==> config.mk <==
export PLATFORM = sky130hd
export DESIGN_NAME = cpl_mul
export DESIGN_NICKNAME = d
export VERILOG_FILES = /design/src/rtl/cpl_pkg.sv /design/src/rtl/cpl_mul.sv
export SDC_FILE = /design/constraint.sdc
export NUM_CORES = 2
export LEC_CHECK = 0
export ABC_AREA = 1
export BUFFER_PORTS_ARGS = -buffer_cell sky130_fd_sc_hd__buf_2
export CORE_UTILIZATION = 25
export DETAILED_ROUTE_END_ITERATION = 10
export PLACE_DENSITY = 0.41
export SETUP_SLACK_MARGIN = 0.5
export SYNTH_ARGS = -nofsm -noshare
export SYNTH_HDL_FRONTEND = slang
export SYNTH_SLANG_ARGS = --single-unit
==> constraint.sdc <==
create_clock -name clk_i -period 8.97 [get_ports clk_i]
set_input_delay 1.3455 -clock clk_i [delete_from_list [all_inputs] [get_ports clk_i]]
set_output_delay 1.3455 -clock clk_i [all_outputs]
set_load 0.1 [all_outputs]
==> src/rtl/cpl_pkg.sv <==
// ----------------------------------------------------------------------------
// cpl_pkg
// Shared constants for the closest-points-between-lines datapath.
// ----------------------------------------------------------------------------
package cpl_pkg;

  // default coordinate width (Q.16 fixed point)
  localparam int COORD_WIDTH_DEF = 32;

  // limb width of the partial-product multipliers
  localparam int LIMB_W = 32;

  // parallel threshold register
  localparam int THR_W = 32;
  localparam logic [THR_W-1:0] THR_RESET = 32'd4295;
  // threshold is in units of 2^-32, denominator carries 64 fraction bits
  localparam int THR_SHIFT = 32;

  // result lanes: three axes of near point 1, then three of near point 2
  localparam int NUM_AXES = 3;
  localparam int NUM_LANES = 2 * NUM_AXES;

endpackage

==> src/rtl/cpl_mul.sv <==
// ----------------------------------------------------------------------------
// cpl_mul
// Pipelined signed multiplier, N lanes, built from 32x32 limb products.
// A side word travels along unchanged, delayed to match the product.
// ----------------------------------------------------------------------------
module cpl_mul #(
  parameter int WA = 33,
  parameter int WB = 32,
  parameter int N  = 1,
  parameter int SW = 1
) (
  input  logic                      clk_i,
  input  logic                      en_i,
  input  logic [N-1:0][WA-1:0]      a_i,
  input  logic [N-1:0][WB-1:0]      b_i,
  input  logic [SW-1:0]             side_i,
  output logic [N-1:0][WA+WB-1:0]   p_o,
  output logic [SW-1:0]             side_o
);

  localparam int LW  = cpl_pkg::LIMB_W;
  localparam int PPW = 2 * LW;
  localparam int LA  = (WA + LW - 1) / LW;
  localparam int LB  = (WB + LW - 1) / LW;
  localparam int MAW = LA * LW;
  localparam int MBW = LB * LW;
  localparam int RW  = (LA + 1) * LW;
  localparam int AW  = (LA + LB) * LW;
  localparam int PW  = WA + WB;
  localparam int LAT = LB + 4;

  logic [SW-1:0] side_q [LAT];

  always_ff @(posedge clk_i) begin
    if (en_i) begin
      side_q[0] <= side_i;
      for (int k = 1; k < LAT; k++) begin
        side_q[k] <= side_q[k-1];
      end
    end
  end

  assign side_o = side_q[LAT-1];

  for (genvar n = 0; n < N; n++) begin : g_lane
    logic [WA-1:0]  amag;
    logic [WB-1:0]  bmag;
    logic [MAW-1:0] ma_q;
    logic [MBW-1:0] mb_q;
    logic           neg_q [LAT-1];
    logic [PPW-1:0] pp_q [LB][LA];
    logic [RW-1:0]  ev [LB];
    logic [RW-1:0]  od [LB];
    logic [RW-1:0]  row_q [LB];
    logic [RW-1:0]  rowd_q [LB][LB];
    logic [AW-1:0]  acc_q [LB];
    logic [AW-1:0]  accn;
    logic [PW-1:0]  p_q;

    // magnitudes; the most negative value still fits unsigned
    assign amag = a_i[n][WA-1] ? (~a_i[n] + WA'(1)) : a_i[n];
    assign bmag = b_i[n][WB-1] ? (~b_i[n] + WB'(1)) : b_i[n];

    // even and odd limb products do not overlap, so each row is one add
    always_comb begin
      for (int i = 0; i < LB; i++) begin
        ev[i] = '0;
        od[i] = '0;
        for (int j = 0; j < LA; j++) begin
          if ((j % 2) == 0) begin
            ev[i][j*LW +: PPW] = pp_q[i][j];
          end else begin
            od[i][j*LW +: PPW] = pp_q[i][j];
          end
        end
      end
    end

    assign accn = neg_q[LAT-2] ? (~acc_q[LB-1] + AW'(1)) : acc_q[LB-1];

    always_ff @(posedge clk_i) begin
      if (en_i) begin
        ma_q     <= MAW'(amag);
        mb_q     <= MBW'(bmag);
        neg_q[0] <= a_i[n][WA-1] ^ b_i[n][WB-1];
        for (int k = 1; k < LAT - 1; k++) begin
          neg_q[k] <= neg_q[k-1];
        end
        for (int i = 0; i < LB; i++) begin
          for (int j = 0; j < LA; j++) begin
            pp_q[i][j] <= PPW'(mb_q[i*LW +: LW]) * PPW'(ma_q[j*LW +: LW]);
          end
          row_q[i] <= ev[i] + od[i];
        end
        acc_q[0]  <= AW'(row_q[0]);
        rowd_q[0] <= row_q;
        for (int k = 1; k < LB; k++) begin
          acc_q[k]  <= acc_q[k-1] + (AW'(rowd_q[k-1][k]) << (k * LW));
          rowd_q[k] <= rowd_q[k-1];
        end
        p_q <= accn[PW-1:0];
      end
    end

    assign p_o[n] = p_q;
  end

endmodule

---- Word-level counts from Yosys, hierarchy flattened ----
Memories as Yosys holds them, arrays and structs flattened.
Cells that the tools add are included.
cells by class
  add/subtract/negate cells ............... 4
  multipliers ............................. 2
  mux-type cells .......................... 5
  bitwise gates (word level) .............. 4
operators by type and width
  kind                                                              count
  64-bit by 96-bit adder with 96-bit output                         1
  65-bit by 1-bit adder with 65-bit output (second input constant)  1
  65-bit two-way mux                                                1
  65-bit NOT                                                        1
  32-bit by 32-bit multiplier with 64-bit output                    1
  33-bit by 1-bit adder with 33-bit output (second input constant)  1
  32-bit by 1-bit multiplier with 33-bit output                     1
  33-bit NOT                                                        1
  32-bit by 1-bit adder with 32-bit output (second input constant)  1
  32-bit two-way mux                                                1
  32-bit NOT                                                        1
  31-bit two-way mux                                                1
  1-bit two-way mux                                                 2
  1-bit bitwise XOR                                                 1
storage, ports and cells
  register bits after elaboration ......... 226
  RAM bits ................................ 202
  input bits .............................. 68
  output and inout bits ................... 66
  word-level logic and storage cells ...... 25
  memories ................................ 4
memories
  memory           depth  bits a word  rd ports  clocked after Yosys merged registers in  write ports  line           source
  g_lane[0].pp_q   1      97           1         0                                        2            cpl_mul.sv:51  logic [PPW-1:0] pp_q [LB][LA];
  g_lane[0].acc_q  1      96           1         0                                        1            cpl_mul.sv:56  logic [AW-1:0] acc_q [LB];
  side_q           5      1            5         0                                        5            cpl_mul.sv:32  logic [SW-1:0] side_q [LAT];
  g_lane[0].neg_q  4      1            4         0                                        4            cpl_mul.sv:50  logic neg_q [LAT-1];

---- Logic depth before layout (Yosys ltp) ----
An unclocked memory read counts as a cell.
  depth in word-level cells ............... 4
  gate-level depth with buffers ........... 33
  gate-level depth less buffers ........... 31

---- Worst setup path before layout ----
OpenSTA, ideal clock, no wires.
  kind .................................... register to register
  from .................................... register g_lane[0].mb_q[31]
  to ...................................... memory g_lane[0].pp_q[0][94] in the netlist's numbering (data pin)
  library setup time ...................... 0.252 ns
  data arrival time ....................... 6.169 ns
  required time ........................... 8.718 ns
  slack ................................... 2.548 ns
  stages on the path, launching flop included .. 26
  buffers on the path ..................... 2
  clock period less this slack ............ 6.422 ns
  path through ............................ edfxtp_1 > clkbuf_1 > clkbuf_1 > nand2_1 > fa_1 > inv_1 > fa_1 > fa_1 > inv_1 > fa_1 > inv_1 > fa_1 > fa_1 > fa_1 > fa_1 > ha_1 > nand2_1 > inv_1 > a21oi_1 > nand2_1 > nand2_1 > nand2_1 > a21oi_1 > nand2_1 > nand2_1 > nand2_1
RTL lines
  element                 line           source
  from (decl)             cpl_mul.sv:49  logic [MBW-1:0] mb_q;
  from (signal assigned)  cpl_mul.sv:84  mb_q <= MBW'(bmag);
  to (decl)               cpl_mul.sv:51

==> results by group <==
Global route
  • Grt peak-use layer: met2
  • Met3 GRT Util: 0.0169
  • Global route overflow: 0
  • Met1 usage: 0.221
  • All-Layer GR Usage: 0.164
  • Largest net degree at the start of global routing: 150
  • Antenna violations before repair: 15
  • First-pass GRT wire length: between 200000 and 300000 um
  • Met2 Use GR: 0.278
  • Vias in the first global route: around 43000

Logic synthesis
  • Share of synthesized flip-flops with an asynchronous set or reset: 0
  • Synth Cell Area: approximately 53000 um^2
  • Post-synth EDFFs: about 370
  • Register bit count reported by yosys: roughly 370
  • Average cell area after synthesis: between 8 and 9 um^2
  • Cell taking the most area after synthesis: fa_1
  • Syn nets: 7797
  • Post-synthesis sequential area ratio: 0.206
  • Synth Instances: 6534
  • Synth top area share: 0.338
  • Synth unique cells: 43
  • Top post-synthesis cells by area: fa_1 (34%), edfxtp_1 (21%), nand2_1 (14%)
  • Synth Warn #: 0
  • Top_reg_cell synth: edfxtp_1

Setup path
  • Critical path type: reg2reg
  • Crit path max-delay cell type: edfxtp_1
  • Worst reg-to-reg path cell count: 25
  • Max FO, Critical Path: 18
  • Crit start category: flop
  • Worst path required time: roughly 9.3 ns
  • Critical path arrival: about 8.4 ns
  • Max incr delay on CP: 0.74 ns
  • Worst Setup End Kind: flop

Floorplanning
  • Die ar.: between 200000 and 250000 um^2
  • Floorplan die height: between 400 and 500 um
  • Io pins: 134
  • Die W: about 460 um
  • Core Rows: 168
  • Initial cell density of the core: 0.252
  • Core Area: around 210000 um^2

Place
  • IO buf count: between 100 and 150
  • Gpl congestion: roughly 0.91
  • Post-DP HPWL: approximately 140000 um

STA
  • TNS Setup: 0 ns
  • Final Max Tran Viols: 0
  • Final Skew: a little under 0.04 ns
  • Crit share post-route: 0.896
  • RSZ-0062 raised after global routing: false
  • Tmin final: ~8 ns
  • Slew @ Worst Pin: around 1.2 ns
  • Final Hold Fails: 0
  • Fmax: 0.124 GHz
  • Setup-failing EPs final: 0
  • Slew headroom: 0.212

Layout
  • Nets@finish: about 7800
  • FILL cells: 22787
  • Most frequent cells in the layout: nand2_1 (1942), inv_1 (1843), fa_1 (897)
  • Layout cells sized above 1: 0.0577
  • Area Growth Syn to Fin: 10.6%
  • Commonest non-fill, non-tap cell in the layout: nand2_1

Clock network
  • Resize count post-CTS: 0
  • CTS Hold Buffers Added: 0
  • Maximum buffer depth of the clock tree: 3
  • Skew-Pair Late Insertion Delay: 0.65 ns
  • CTS tree: yes
  • Inserted Clock Buffers: 45
  • H-tree levels: 2
  • Clock Tree Root: clkbuf_16
  • TritonCTS Sinks: around 370
  • CTS clock-pin slew for the worst setup and hold paths: roughly 0.06 ns
  • Setup Buffers After CTS: 0

Run status
  • Outcome: completed

Min path
  • Hold Path Class: reg2reg
  • Worst hold path stage count: 0

Drt
  • First DRT Iteration DRCs: between 2000 and 2500
  • Routed length per instance: 18.4 um
  • DR vias/cell: approximately 4.2
  • Routed Antenna Nets: 0
  • Initial DRT Pass Iterations: 5
  • # DRC: 0
  • DR vias: between 30000 and 40000
  • Final WL: roughly 170000 um

Job
  • Max cap viols: 0
-- layout make-up --
class / count / area, um^2 / area share
antenna: 5 / 12.5 / 0.000213
clock buffer: 54 / 1160 / 0.0197
clock inverter: 27 / 258 / 0.00439
inverter: 1858 / 6970 / 0.119
multi-input combinational: 4070 / 34300 / 0.583
sequential: 365 / 11000 / 0.187
tap: 2805 / 3510 / 0.0597
timing repair buffer: 241 / 1620 / 0.0276
-- worst max-delay path: cells and delay by family, from the launching register on --
| family | cells | cell delay (ns) |
|---|---|---|
| simple gates | 9 | 1.35 |
| compound gates | 1 | 0.43 |
| flops | 1 | 0.74 |
| buf+inv | 6 | 0.91 |
| fa+ha+maj | 9 | 4.29 |
-- kinds of logic (layout without fill, tap and decap cells) --
kind of cell	Yosys count	count (layout)	share of synthesized area
simple gates	2517	2517	0.190
buf+inv	2099	2180	0.148
fa+ha+maj	1195	1195	0.408
flops	365	365	0.206
compound gates	196	196	0.0202
xor+xnor	162	162	0.0267
other cells	0	5	0
-- worst paths after layout --
| path | startpoint | slack (ns) | to |
|---|---|---|---|
| max | g_lane[0].mb_q[11] | 0.93 | g_lane[0].pp_q[0][76] |
| min | g_lane[0].row_q[56] | 0.41 | g_lane[0].acc_q[0][56] |
| max reg2reg | g_lane[0].mb_q[11] | 0.93 | g_lane[0].pp_q[0][76] |
| min reg2reg | g_lane[0].row_q[56] | 0.41 | g_lane[0].acc_q[0][56] |
-- routing by layer --
metal  routed length [um]  vias to the layer above  share of wire
li1                     -                    18884              -
met1                79100                    19826           0.46
met2                82300                      849           0.47
met3                 7420                      165          0.043
met4                 4740                        2          0.027
met5                   13                        -       0.000075
-- cells in the mapped netlist, drive strengths merged, types with 2 or more instances --
master  instances
xnor2          23
or2             7
xor2          139
a21o            2
nand3         145
nand2        1952
fa            897
a21oi         101
clkbuf        233
edfxtp        365
nor2          318
nand4          42
ha            298
a31oi           2
buf             8
nor3           33
clkinv          2
and3            3
nand3b          7
o21bai         13
o21a            6
nor3b           2
o21ai          70
nor4            7
inv          1856
-- registers in the layout, indices dropped and copies added, names as in the netlist --
signal / cells
g_lane.mb_q: 32
g_lane.ma_q: 33
g_lane.acc_q: 65
side_q: 5
g_lane.neg_q: 4
p_o: 65
g_lane.row_q: 65
g_lane.pp_q: 96
-- per-stage QoR --
step | setup slack, ns | hold slack, ns | std cells | utilization | cell area (um^2)
CTS | 0.923 | 0.418 | 9420 | 0.279 | 58800
detailed placement | 0.961 | 0.405 | 9339 | 0.272 | 57300
global route | 0.640 | 0.417 | 9423 | 0.279 | 58800
global placement | 0.991 | 0.401 | 9339 | 0.272 | 57300
floorplan | 2.55 | 0.400 | 6534 | - | 53100
finish | 0.934 | 0.413 | 9425 | 0.279 | 58800
Power is not shown: default switching activity piles up to over one toggle a cycle in this logic, so the estimate is an artifact.
